<file path="src/hdl/dfr_pkg.sv">
// Shared types, constants and mode decode for the length-prefixed message deframer.
// No dependencies; every other file in hdl/ imports this package.
package dfr_pkg;

	localparam int HDR_MAX     = 14;
	localparam int FIELD_BYTES = 10;
	localparam int MODE_COUNT  = 12;
	localparam int QUEUE_DEPTH = 4;

	localparam logic KIND_HEADER  = 1'b0;
	localparam logic KIND_PAYLOAD = 1'b1;

	localparam logic [2:0] SIZE_WIDTH_TAB [MODE_COUNT] =
		'{3'd2, 3'd2, 3'd4, 3'd4, 3'd1, 3'd1, 3'd2, 3'd2, 3'd4, 3'd4, 3'd1, 3'd1};
	localparam logic [2:0] SIZE_INCL_TAB [MODE_COUNT] =
		'{3'd0, 3'd0, 3'd0, 3'd0, 3'd0, 3'd0, 3'd2, 3'd2, 3'd4, 3'd4, 3'd1, 3'd1};
	localparam logic [3:0] HDR_LEN_TAB [MODE_COUNT] =
		'{4'd12, 4'd12, 4'd14, 4'd14, 4'd11, 4'd11, 4'd12, 4'd12, 4'd14, 4'd14, 4'd11, 4'd11};

	typedef struct packed {
		logic [2:0] size_width;
		logic [2:0] incl;
		logic [3:0] hdr_len;
		logic       msb;
	} mode_t;

	// One queue slot: a decoded header or a single payload byte (in fbytes[0]).
	typedef struct packed {
		logic                          kind;
		logic                          last;
		logic                          err;
		logic                          msb;
		logic [31:0]                   plen;
		logic [FIELD_BYTES-1:0][7:0]   fbytes;
	} entry_t;

	localparam int ENTRY_W = $bits(entry_t);

	function automatic mode_t mode_decode(input logic [3:0] head_mode);
		logic [3:0] m;
		mode_t      r;
		if (head_mode inside {[4'd12:4'd14]}) begin
			m = 4'd2;
		end else if (head_mode == 4'd15) begin
			m = 4'd0;
		end else begin
			m = head_mode;
		end
		r.size_width = SIZE_WIDTH_TAB[m];
		r.incl       = SIZE_INCL_TAB[m];
		r.hdr_len    = HDR_LEN_TAB[m];
		r.msb        = m[0];
		return r;
	endfunction

endpackage

</file>
<file path="src/hdl/dfr_front.sv">
// Front end: accepts stream bytes, stores header bytes, sizes each message
// and classifies bytes as header or payload. Depends on dfr_pkg.
module dfr_front import dfr_pkg::*; (
	input  logic       clk,
	input  logic       arst_n,
	input  logic       cfg_we,
	input  logic [3:0] cfg_wdata,
	input  logic       in_valid,
	output logic       in_ready,
	input  logic [7:0] in_byte,
	input  logic       q_ready,
	output logic       push,
	output entry_t     push_entry
);

	logic [3:0]  mode_q;
	logic [7:0]  hdr_q [HDR_MAX];
	logic [3:0]  pos_q;
	logic        in_pay_q;
	logic [31:0] rem_q;

	mode_t       md;
	logic        accept;
	logic        pay_byte;
	logic        hdr_done;
	logic [7:0]  view [HDR_MAX];
	logic [31:0] size_val;
	logic [33:0] diff;
	logic        err;
	logic [31:0] plen;
	logic [FIELD_BYTES-1:0][7:0] fb;

	assign md       = mode_decode(mode_q);
	assign in_ready = q_ready;
	assign accept   = in_valid && q_ready;
	assign pay_byte = in_pay_q && (rem_q != 32'd0);
	assign hdr_done = (5'(pos_q) + 5'd1) >= 5'(md.hdr_len);

	// Header view with the byte arriving now already in place.
	always_comb begin
		for (int i = 0; i < HDR_MAX; i++) begin
			view[i] = (pos_q == 4'(i)) ? in_byte : hdr_q[i];
		end
	end

	always_comb begin
		case (md.size_width)
			3'd2: size_val = md.msb ? {16'd0, view[0], view[1]} : {16'd0, view[1], view[0]};
			3'd4: size_val = md.msb ? {view[0], view[1], view[2], view[3]}
			                        : {view[3], view[2], view[1], view[0]};
			default: size_val = {24'd0, view[0]};
		endcase
	end

	always_comb begin
		for (int k = 0; k < FIELD_BYTES; k++) begin
			case (md.size_width)
				3'd2:    fb[k] = view[k + 2];
				3'd4:    fb[k] = view[k + 4];
				default: fb[k] = view[k + 1];
			endcase
		end
	end

	// Total size minus header length; a borrow flags a short message.
	assign diff = {2'b00, size_val} + 34'(md.incl) - 34'(md.hdr_len);
	assign err  = diff[33];
	assign plen = err ? 32'd0 : diff[31:0];

	always_comb begin
		push_entry = '0;
		if (pay_byte) begin
			push_entry.kind      = KIND_PAYLOAD;
			push_entry.last      = (rem_q == 32'd1);
			push_entry.fbytes[0] = in_byte;
		end else begin
			push_entry.kind   = KIND_HEADER;
			push_entry.last   = (plen == 32'd0);
			push_entry.err    = err;
			push_entry.msb    = md.msb;
			push_entry.plen   = plen;
			push_entry.fbytes = fb;
		end
	end

	assign push = accept && (pay_byte || hdr_done);

	always_ff @(posedge clk) begin
		if (accept && !pay_byte) begin
			hdr_q[pos_q] <= in_byte;
		end
	end

	always_ff @(posedge clk or negedge arst_n) begin
		if (!arst_n) begin
			mode_q   <= 4'd0;
			pos_q    <= 4'd0;
			in_pay_q <= 1'b0;
			rem_q    <= 32'd0;
		end else begin
			if (cfg_we) begin
				mode_q <= cfg_wdata;
			end
			if (accept) begin
				if (pay_byte) begin
					rem_q    <= rem_q - 32'd1;
					in_pay_q <= (rem_q != 32'd1);
				end else if (!hdr_done) begin
					in_pay_q <= 1'b0;
					pos_q    <= pos_q + 4'd1;
				end else begin
					pos_q    <= 4'd0;
					in_pay_q <= (plen != 32'd0);
					rem_q    <= plen;
				end
			end
		end
	end

	a_pay_has_count: assert property (@(posedge clk) disable iff (!arst_n)
		in_pay_q |-> (rem_q != 32'd0))
		else $error("payload phase with zero remaining count");

	a_pos_in_range: assert property (@(posedge clk) disable iff (!arst_n)
		pos_q <= 4'(HDR_MAX - 1))
		else $error("header position beyond header storage");

	a_short_is_last: assert property (@(posedge clk) disable iff (!arst_n)
		(push && push_entry.kind == KIND_HEADER && push_entry.err) |=> !in_pay_q)
		else $error("payload phase entered after short header");

endmodule

</file>
<file path="src/hdl/dfr_queue.sv">
// Short flip-flop queue between the front end and the output stage.
// Depends on dfr_pkg for the default depth and entry width only.
module dfr_queue import dfr_pkg::*; #(
	parameter int DEPTH = QUEUE_DEPTH,
	parameter int W     = ENTRY_W
) (
	input  logic         clk,
	input  logic         arst_n,
	input  logic         push,
	input  logic [W-1:0] push_data,
	output logic         ready,
	output logic         valid,
	output logic [W-1:0] head,
	input  logic         pop
);

	localparam int PW = (DEPTH > 1) ? $clog2(DEPTH) : 1;
	localparam int CW = $clog2(DEPTH + 1);

	logic [W-1:0]  mem_q [DEPTH];
	logic [PW-1:0] wr_ptr_q;
	logic [PW-1:0] rd_ptr_q;
	logic [CW-1:0] count_q;

	function automatic logic [PW-1:0] ptr_next(input logic [PW-1:0] p);
		return (p == PW'(DEPTH - 1)) ? '0 : p + PW'(1);
	endfunction

	assign ready = (count_q != CW'(DEPTH));
	assign valid = (count_q != '0);
	assign head  = mem_q[rd_ptr_q];

	always_ff @(posedge clk) begin
		if (push && ready) begin
			mem_q[wr_ptr_q] <= push_data;
		end
	end

	always_ff @(posedge clk or negedge arst_n) begin
		if (!arst_n) begin
			wr_ptr_q <= '0;
			rd_ptr_q <= '0;
			count_q  <= '0;
		end else begin
			if (push && ready) begin
				wr_ptr_q <= ptr_next(wr_ptr_q);
			end
			if (pop && valid) begin
				rd_ptr_q <= ptr_next(rd_ptr_q);
			end
			case ({push && ready, pop && valid})
				2'b10:   count_q <= count_q + CW'(1);
				2'b01:   count_q <= count_q - CW'(1);
				default: count_q <= count_q;
			endcase
		end
	end

	a_count_bound: assert property (@(posedge clk) disable iff (!arst_n)
		count_q <= CW'(DEPTH))
		else $error("queue count overflow");

endmodule

</file>
<file path="src/hdl/dfr_back.sv">
// Output stage: assembles header fields in the selected byte order and holds
// each result in a register until the sink takes it. Depends on dfr_pkg.
module dfr_back import dfr_pkg::*; (
	input  logic         clk,
	input  logic         arst_n,
	input  logic         q_valid,
	input  entry_t       q_entry,
	output logic         q_pop,
	output logic         out_valid,
	input  logic         out_ready,
	output logic [127:0] out_data,
	output logic         out_last,
	output logic         out_kind
);

	logic         vld_q;
	logic [127:0] data_q;
	logic         last_q;
	logic         kind_q;

	logic [15:0]  ev;
	logic [31:0]  p1;
	logic [31:0]  p2;
	logic [7:0]   db;
	logic [127:0] nxt_data;
	logic         load;

	always_comb begin
		if (q_entry.msb) begin
			ev = {q_entry.fbytes[0], q_entry.fbytes[1]};
			p1 = {q_entry.fbytes[2], q_entry.fbytes[3], q_entry.fbytes[4], q_entry.fbytes[5]};
			p2 = {q_entry.fbytes[6], q_entry.fbytes[7], q_entry.fbytes[8], q_entry.fbytes[9]};
		end else begin
			ev = {q_entry.fbytes[1], q_entry.fbytes[0]};
			p1 = {q_entry.fbytes[5], q_entry.fbytes[4], q_entry.fbytes[3], q_entry.fbytes[2]};
			p2 = {q_entry.fbytes[9], q_entry.fbytes[8], q_entry.fbytes[7], q_entry.fbytes[6]};
		end
		db = q_entry.fbytes[0];
		if (q_entry.kind == KIND_PAYLOAD) begin
			nxt_data = {7'd0, 1'b0, db, 32'd0, 32'd0, 32'd0, 16'd0};
		end else begin
			nxt_data = {7'd0, q_entry.err, 8'd0, q_entry.plen, p2, p1, ev};
		end
	end

	// Refill the output register whenever it is empty or being drained.
	assign load      = q_valid && (!vld_q || out_ready);
	assign q_pop     = load;
	assign out_valid = vld_q;
	assign out_data  = data_q;
	assign out_last  = last_q;
	assign out_kind  = kind_q;

	always_ff @(posedge clk) begin
		if (load) begin
			data_q <= nxt_data;
			last_q <= q_entry.last;
			kind_q <= q_entry.kind;
		end
	end

	always_ff @(posedge clk or negedge arst_n) begin
		if (!arst_n) begin
			vld_q <= 1'b0;
		end else if (load) begin
			vld_q <= 1'b1;
		end else if (out_ready) begin
			vld_q <= 1'b0;
		end
	end

	a_payload_no_error: assert property (@(posedge clk) disable iff (!arst_n)
		(vld_q && kind_q == KIND_PAYLOAD) |-> (data_q[120] == 1'b0))
		else $error("length error flagged on payload byte");

	a_error_is_last: assert property (@(posedge clk) disable iff (!arst_n)
		(vld_q && kind_q == KIND_HEADER && data_q[120]) |-> last_q)
		else $error("short header not marked last");

endmodule

</file>
<file path="src/hdl/length_prefixed_message_deframer.sv">
// Top level of the length-prefixed message deframer: front end, queue, output stage.
// Depends on dfr_pkg, dfr_front, dfr_queue and dfr_back.
//
//   channel   handshake                       payload
//   s_axis    s_axis_tvalid / s_axis_tready   tdata[7:0] stream byte
//   m_axis    m_axis_tvalid / m_axis_tready   tdata fields, tuser kind, tlast
//   cfg       cfg_we                          cfg_wdata[3:0] header mode
//
// One byte is taken every cycle while the queue has room; a result reaches m_axis
// through a queue slot and then the output register.
// The queue holds QDEPTH results (default QUEUE_DEPTH), so a stalled sink blocks input only once
// that many results plus the output register are waiting.
// Reset clears the mode, header position and payload count; stored header bytes
// are not cleared and are always rewritten before use.
module length_prefixed_message_deframer import dfr_pkg::*; #(
	parameter int QDEPTH = QUEUE_DEPTH
) (
	input  logic         clk,
	input  logic         arst_n,
	input  logic         cfg_we,
	input  logic [3:0]   cfg_wdata,      // head_mode
	input  logic         s_axis_tvalid,
	output logic         s_axis_tready,
	input  logic [7:0]   s_axis_tdata,   // [7:0] stream_byte
	output logic         m_axis_tvalid,
	input  logic         m_axis_tready,
	// [15:0] event_code, [47:16] first_param, [79:48] second_param,
	// [111:80] payload_length, [119:112] data_byte, [120] length_error, rest zero
	output logic [127:0] m_axis_tdata,
	output logic [0:0]   m_axis_tuser,   // [0] kind
	output logic         m_axis_tlast
);

	logic         q_ready;
	logic         push;
	entry_t       push_entry;
	logic         q_valid;
	logic [ENTRY_W-1:0] q_head;
	entry_t       q_entry;
	logic         q_pop;
	logic         kind;

	dfr_front u_front (
		.clk        (clk),
		.arst_n     (arst_n),
		.cfg_we     (cfg_we),
		.cfg_wdata  (cfg_wdata),
		.in_valid   (s_axis_tvalid),
		.in_ready   (s_axis_tready),
		.in_byte    (s_axis_tdata),
		.q_ready    (q_ready),
		.push       (push),
		.push_entry (push_entry)
	);

	dfr_queue #(
		.DEPTH (QDEPTH),
		.W     (ENTRY_W)
	) u_queue (
		.clk       (clk),
		.arst_n    (arst_n),
		.push      (push),
		.push_data (push_entry),
		.ready     (q_ready),
		.valid     (q_valid),
		.head      (q_head),
		.pop       (q_pop)
	);

	assign q_entry = entry_t'(q_head);

	dfr_back u_back (
		.clk       (clk),
		.arst_n    (arst_n),
		.q_valid   (q_valid),
		.q_entry   (q_entry),
		.q_pop     (q_pop),
		.out_valid (m_axis_tvalid),
		.out_ready (m_axis_tready),
		.out_data  (m_axis_tdata),
		.out_last  (m_axis_tlast),
		.out_kind  (kind)
	);

	assign m_axis_tuser = kind;

endmodule

</file>
<file path="config.mk">
export PLATFORM = sky130hd
export DESIGN_NAME = length_prefixed_message_deframer
export DESIGN_NICKNAME = d
export VERILOG_FILES = /design/src/hdl/dfr_pkg.sv /design/src/hdl/dfr_front.sv /design/src/hdl/dfr_queue.sv /design/src/hdl/dfr_back.sv /design/src/hdl/length_prefixed_message_deframer.sv
export SDC_FILE = /design/constraint.sdc
export NUM_CORES = 1
export LEC_CHECK = 0
export BUFFER_PORTS_ARGS = -buffer_cell sky130_fd_sc_hd__buf_2
export CAP_MARGIN = 20
export CORE_MARGIN = 1.5
export CORE_UTILIZATION = 60
export CTS_BUF_LIST = sky130_fd_sc_hd__clkbuf_8
export DETAILED_ROUTE_END_ITERATION = 10
export PLACE_DENSITY = 0.88
export SYNTH_ARGS = -nofsm -noshare
export SYNTH_HDL_FRONTEND = slang
export SYNTH_SLANG_ARGS = --single-unit
</file>
<file path="constraint.sdc">
create_clock -name clk -period 9.85 [get_ports clk]
set_clock_uncertainty 0.05 [all_clocks]
set_input_delay 0 -clock clk [delete_from_list [all_inputs] [get_ports clk]]
set_output_delay 0 -clock clk [all_outputs]
set_load 0.01 [all_outputs]
</file>
==> run_results.csv, run 1 <==
group,metric,value,unit
pwr,power.share.combinational,37.3,%
worst_setup_path,endpoint_kind,"flip-flop",
worst_setup_path,reg2reg_setup_slack,2410,ps
pwr,swShare,37.0,%
floorplanning,die_area,58200,um2
cells_and_area,fin_nets,2694,
global_route,antenna_found_initial,2,
logic_synthesis,async_flop_share,6.55,%
global_route,grt_max_degree,93,
worst_setup_path,critPathTopFamily,"compound AO/OA/AOI/OAI gates",
clocking,clkTransAtPathRegs,70,ps
floorplanning,core-area,56300,um2
worst_setup_path,critPathKind,"reg -> reg",
timing,hold_viol_final,0,
worst_setup_path,path_max_fanout,89,
routing,dr.first_iter.drc_count,2915,
clocking,htreeDepth,3,
outcome,status,"completed",
worst_setup_path,worstPathRequired,10390,ps
pwr,p_leak,13.9,nW
pwr,p_int,7.29,mW
clocking,clock-sinks,748,
clocking,ctsResizeCount,0,
timing,hold_slack,314,ps
logic_synthesis,syn_area,34100,um2
timing,setup_viol,0,
logic_synthesis,yosys_warnings,0,
worst_setup_path,r2r-start,"u_front.mode_q[2]",
clocking,clkLatencyLatePin,740,ps
worst_setup_path,reg2reg_depth,21,
min_path,hp-class,"in -> reg",
routing,vias_per_cell,6.52,
global_route,grt_usage,28.9,%
pwr,p_switching,4.29,mW
routing,wl_per_cell,24.0,um
pwr,power.density,307,nW/um2
worst_setup_path,path_buf_inv,1,
timing,tightest_slew,1080,ps
timing,finalCritPeriodShare,75.5,%
placed_design,io_buffer_count,141,
logic_synthesis,avgSynthCellArea,13.6,um2
placed_design,gp_congestion,0.951,
logic_synthesis,synth_edf_count,699,
timing,relSlewSlack,26.2,%
worst_setup_path,r2r_end,"u_front.rem_q[7]",
run,cap_violations,0,
floorplanning,dieWidth,241,um
logic_synthesis,synth_flop_cell,"edfxtp_1",
pwr,p_clk_share,21.4,%
min_path,hold_path_depth,2,
clocking,cts_tree,"built",
floorplanning,num_rows,87,
cells_and_area,drive_gt1_share,17.5,%
cells_and_area,layout_commonest_cell,"edfxtp_1",
timing,period_needed,7440,ps
timing,drv_slew,0,
routing,vias,22797,
worst_setup_path,startpoint_type,"flip-flop",
clocking,clk_path_buf_depth,3,
cells_and_area,multiInputGateArea,11100,um2
placed_design,dp_hpwl,53.9,mm
worst_setup_path,cpMaxStageDelayCell,"a41o_2",
routing,firstDrtPassIters,8,
cells_and_area,layout_common_cells,"699 x edfxtp_1, 334 x nor2_1, 231 x nand2_1, 141 x buf_2, 125 x a21oi_1",
min_path,worstHoldStart,"s_axis_tdata[7]",
floorplanning,initial_core_util,60.6,%
floorplanning,io-pin-count,149,
min_path,hold_end,"u_front.hdr_q[1][7]",
timing,rsz0062_at_grt,"no",
pwr,ir_worst_vdd,0.000207,V
routing,wl,84.0,mm
global_route,grt-ovfl-total,0,
routing,drc,0,
pwr,total_power,11.6,mW
global_route,grt_pass1_wl,127,mm
logic_synthesis,ys_seq_elements,748,
cells_and_area,regArea,22200,um2
logic_synthesis,ys_seq_area_share,65.2,%
timing,finalSetupTns,0,ps
routing,ant_nets,0,
logic_synthesis,synth_cell_types,82,
pwr,seqPwrFrac,41.3,%
cells_and_area,nFillCells,3614,
timing,fmax,0.134,GHz
worst_setup_path,cp_cell_sequence,"and2_1 > o21ai_0 > ha_1 > nor2b_1 > nand3_2 > buf_4 > o22a_1 > o22ai_1 > ha_1 > a21o_1 > a21oi_1 > nor3_1 > nand3_1 > a211oi_1 > xnor2_1 > o211ai_1 > or3_1 > nor4_4 > a41o_2 > nor2b_1 > o32a_1",
cells_and_area,areaGrowthSynthToFinish,10.8,%
logic_synthesis,post_synth_inst_count,2502,
clocking,numCtsBuffers,107,
worst_setup_path,arrival,7980,ps
floorplanning,dieHeight,241,um
global_route,grt_pass1_vias,22167,
clocking,root_buffer,"clkbuf_8",
worst_setup_path,cpPeakStageDelay,780,ps
==> state kept, by name, indices dropped and copies added, names as in the netlist <==
register,count
u_back.out_last,1
u_front.rem_q,32
u_front.in_pay_q,1
u_front.pos_q,4
u_queue.mem_q,464
u_queue.count_q,3
u_back.out_valid,1
u_front.mode_q,4
u_back.out_kind,1
u_front.hdr_q,112
u_queue.wr_ptr_q,2
u_queue.rd_ptr_q,2
u_back.out_data,121
==> synth_stat cells (all sizes together), types with 4 or more instances <==
| cell type | n | share of area, % |
|---|---|---|
| nor2b | 47 | 0.86 |
| xnor2 | 27 | 0.69 |
| mux4 | 115 | 7.6 |
| nor2 | 334 | 3.7 |
| a21o | 11 | 0.24 |
| clkbuf | 116 | 1.3 |
| nand2b | 6 | 0.11 |
| a22o | 5 | 0.13 |
| o21ai | 89 | 1.3 |
| nand2 | 231 | 2.5 |
| nor3 | 39 | 0.57 |
| xor2 | 27 | 0.69 |
| o22ai | 104 | 1.9 |
| a22oi | 5 | 0.11 |
| nand4 | 14 | 0.26 |
| and2 | 36 | 0.66 |
| and4 | 6 | 0.15 |
| nor3b | 6 | 0.21 |
| mux2i | 120 | 3.5 |
| ha | 26 | 0.95 |
| edfxtp | 699 | 62 |
| nor4 | 19 | 0.43 |
| a21oi | 128 | 1.9 |
| inv | 30 | 0.33 |
| buf | 47 | 0.77 |
| and3 | 6 | 0.11 |
| o32a | 4 | 0.12 |
| dfrtp | 49 | 3.6 |
| o21a | 9 | 0.20 |
| nand3 | 28 | 0.41 |
| a31oi | 22 | 0.42 |
| or3 | 8 | 0.15 |
| o22a | 4 | 0.10 |
| mux2 | 15 | 0.51 |
| a211oi | 13 | 0.30 |
| or4b | 4 | 0.12 |
==> area by class of cell <==
cell class                      count  share of cell area [%]
Tap cell                          756                    2.50
Clock inverter                     80                    1.44
Clock buffer                      119                    4.34
Timing Repair Buffer              194                    3.11
Inverter                           30                   0.301
Multi-Input combinational cell   1567                    29.5
Antenna cell                        1                 0.00662
Sequential cell                   748                    58.8
==> worst reg2reg max path, delay by kind of cell (launching register included) <==
kind	cells	cell delay, ps
AOI/OAI and AO/OA	9	2960
xor gates and xnor gates	1	240
DFF	1	460
buffers and inverters	1	730
and+or+nand+nor	8	2210
adders and majority gates	2	680
==> power by group through the flow <==
| stage | combinational [mW] | sequential [mW] | clock (mW) |
|---|---|---|---|
| after floorplan | 2.84 | 4.91 | 0 |
| after global placement | 4.03 | 4.79 | 0 |
| after detailed placement | 4.21 | 4.83 | 0 |
| after CTS | 4.26 | 4.77 | 2.50 |
| after global routing | 4.65 | 4.83 | 2.63 |
| final | 4.32 | 4.78 | 2.48 |
==> kinds of logic (layout without fill, tap and decap cells) <==
family	after synthesis	count (layout)	synth area share, %
XOR/XNOR	54	54	1.39
other	1	8	0.0110
multiplexers	250	250	11.6
flip-flops	748	748	65.2
buffers and inverters	193	423	2.38
AND/OR/NAND/NOR	800	800	10.6
AO/OA/AOI/OAI	427	427	7.63
adder cells (fa/ha/maj)	29	29	1.13
==> repair_timing <==
item / in CTS / in global routing
endpoints found under the setup margin: 0 / 0
setup buffers: 0 / 0
hold buffers: 28 / 0
hold endpoints to repair: 204 / 0
==> through the flow <==
stage / util, % / area, um2 / setup slack [ps] / instances
detailed placement: 62.7 / 35300 / 2600 / 3267
global route: 67.1 / 37800 / 1900 / 3495
finish: 67.1 / 37800 / 2410 / 3495
floorplan: - / 34100 / 1530 / 2508
global placement: 62.7 / 35300 / 2820 / 3266
CTS: 67.1 / 37800 / 2540 / 3494
==> layer usage <==
metal,track usage (%),wire [um]
met5,0,11
met4,11.3,2820
met3,6.11,9220
met2,46.3,40600
met1,39.3,31400
==> how the worst max path moves through the flow <==
stage                     cells after the start            endpoint  slack [ps]          startpoint
final                                        21    u_front.rem_q[7]        2410   u_front.mode_q[2]
after global routing                         20    u_front.rem_q[7]        1900   u_front.mode_q[2]
after CTS                                    21    u_front.rem_q[7]        2540   u_front.mode_q[2]
after detailed placement                     21    u_front.rem_q[7]        2600   u_front.mode_q[2]
after global placement                       21    u_front.rem_q[3]        2820   u_front.mode_q[2]
after floorplan                               8  u_queue.count_q[2]        1530  u_queue.count_q[0]
(Power assumes the default switching activity.)
==> run 2, diff against run 1 <==
clock period = 7.3 ns   (was 9.85 ns; I/O delays follow)
==> run_results.csv, run 2 (synthesized netlist as in run 1, its figures left out) <==
group,metric,value,unit
floorplanning,io-pin-count,149,
worst_setup_path,startpoint_type,"flip-flop",
cells_and_area,layout_common_cells,"699 x edfxtp_1, 334 x nor2_1, 231 x nand2_1, 141 x buf_2, 125 x a21oi_1",
global_route,grt_usage,29.3,%
timing,hold_viol_final,0,
timing,drv_slew,0,
floorplanning,core-area,56300,um2
cells_and_area,layout_commonest_cell,"edfxtp_1",
cells_and_area,regArea,22200,um2
routing,wl,84.8,mm
placed_design,dp_hpwl,54.3,mm
pwr,p_leak,13.8,nW
cells_and_area,multiInputGateArea,11100,um2
floorplanning,dieHeight,241,um
routing,firstDrtPassIters,6,
worst_setup_path,path_max_fanout,18,
pwr,power.share.combinational,37.6,%
timing,finalCritPeriodShare,93.2,%
routing,vias_per_cell,6.56,
cells_and_area,regMostFlops,"u_queue.mem_q",
worst_setup_path,critPathKind,"reg -> reg",
min_path,hp-class,"in -> reg",
timing,relSlewSlack,24.5,%
placed_design,io_buffer_count,141,
timing,rsz0062_at_grt,"yes",
global_route,grt-ovfl-total,0,
clocking,clkTransAtPathRegs,60,ps
routing,drc,0,
floorplanning,dieWidth,241,um
clocking,clk_path_buf_depth,3,
worst_setup_path,endpoint_kind,"flip-flop",
floorplanning,initial_core_util,60.6,%
routing,vias,22939,
pwr,p_clk_share,20.6,%
cells_and_area,fin_nets,2703,
run,cap_violations,0,
global_route,grt_pass1_vias,21934,
global_route,grt_pass1_wl,128,mm
timing,fmax,0.147,GHz
placed_design,dp_cells,3273,
cells_and_area,nFillCells,3628,
pwr,swShare,37.3,%
pwr,power.density,411,nW/um2
cells_and_area,fin_util,67.1,%
cells_and_area,final_cell_count_no_fill,3499,
clocking,clock-sinks,748,
clocking,cts_tree,"built",
timing,tightest_slew,1130,ps
floorplanning,num_rows,87,
clocking,numCtsBuffers,110,
pwr,p_int,9.72,mW
pwr,ir_worst_vdd,0.000212,V
cells_and_area,design_area,37800,um2
timing,setup_viol,0,
pwr,total_power,15.5,mW
clocking,clkLatencyLatePin,730,ps
global_route,grt_max_degree,80,
cells_and_area,largest_reg_flops,464,
placed_design,preCtsSetupSlack,636,ps
routing,wl_per_cell,24.2,um
floorplanning,die_area,58200,um2
timing,worst_slack,497,ps
cells_and_area,areaGrowthSynthToFinish,10.8,%
cells_and_area,drive_gt1_share,17.3,%
placed_design,gp_congestion,0.933,
clocking,htreeDepth,3,
worst_setup_path,arrival,7350,ps
routing,dr.first_iter.drc_count,3285,
outcome,status,"completed",
pwr,p_switching,5.79,mW
pwr,seqPwrFrac,41.9,%
clocking,root_buffer,"clkbuf_8",
timing,period_needed,6800,ps
worst_setup_path,worstPathRequired,7850,ps
routing,ant_nets,0,
placed_design,place_area,35400,um2
global_route,antenna_found_initial,2,
==> run 2: changes by cell type in the layout (fill, tap and decap cells not counted), moves of 2 or more <==
cell	before	now
buf_12	0	4
buf_4	24	27
bufinv_16	7	5
clkbuf_8	119	114
clkinv_1	16	22
clkinv_2	18	11
clkinvlp_4	0	3
inv_1	65	69
==> run 2: power groups by stage <==
stage	logic, mW	registers [mW]	clock network, mW
6_report	5.83	6.50	3.20
5_1_grt	6.26	6.58	3.40
4_1_cts	5.73	6.49	3.22
3_5_place_dp	5.67	6.57	0
3_3_place_gp	5.40	6.50	0
2_1_floorplan	3.83	6.59	0
==> run 2: repair_timing <==
item                       in CTS  in global routing
hold endpoints to repair      184                  0
hold buffers                   28                  0
buffers inserted                0                  0
setup endpoints to repair       0                  6
gates resized for setup         0                  1
==> run 2: layer usage <==
metal / track usage [%] / routed length (um) / vias up
met5: 0 / 57 / -
met3: 5.39 / 8530 / 239
met1: 40.6 / 32500 / 11292
li1: - / - / 9791
met4: 12.9 / 3160 / 2
met2: 45.8 / 40600 / 1615
==> run 2: critical path: stages, from the launching register on <==
cell and delay [ps]:
dfrtp_1 530, ha_1 310, or3b_1 720, mux2_2 460, a21oi_1 160, o22ai_1 100
ha_1 250, fa_1 410, a21o_1 260, nand3_1 110, o32ai_1 110, xnor2_1 210
mux2i_1 220, a211oi_1 560, inv_1 150, or3_1 550, nor4_2 640, and4_1 290
o221ai_1 110, nand4bb_1 260, a22o_1 210
==> run 2: area by class of cell <==
class	count	share of cell area (%)
well taps	756	2.51
flip-flops and latches	748	58.9
clock buffers	114	4.16
multi-input cells	1567	29.5
diodes	1	0.00663
clock inverters	83	1.30
repair buffers	200	3.36
inverters	30	0.302
==> run 2: final timing paths <==
| path | from | end | slack, ps | cells after the start |
|---|---|---|---|---|
| min in group asynchronous | arst_n | u_front.rem_q[15] | 470 | 4 |
| max in group asynchronous | arst_n | u_queue.rd_ptr_q[1] | 6130 | 4 |
| setup / recovery | u_front.pos_q[0] | u_front.in_pay_q | 500 | 20 |
| hold reg to reg | u_front.rem_q[22] | u_front.rem_q[22] | 470 | 2 |
| setup reg to reg | u_front.pos_q[0] | u_front.in_pay_q | 500 | 20 |
| hold / removal | s_axis_tdata[6] | u_front.hdr_q[0][6] | 340 | 2 |
==> run 2: through the flow <==
step / hold WS [ps] / setup TNS [ps]
after floorplan: -346 / 0
after global placement: 141 / 0
after detailed placement: 140 / 0
after CTS: 281 / 0
after global routing: 344 / -71.4
final: 339 / 0
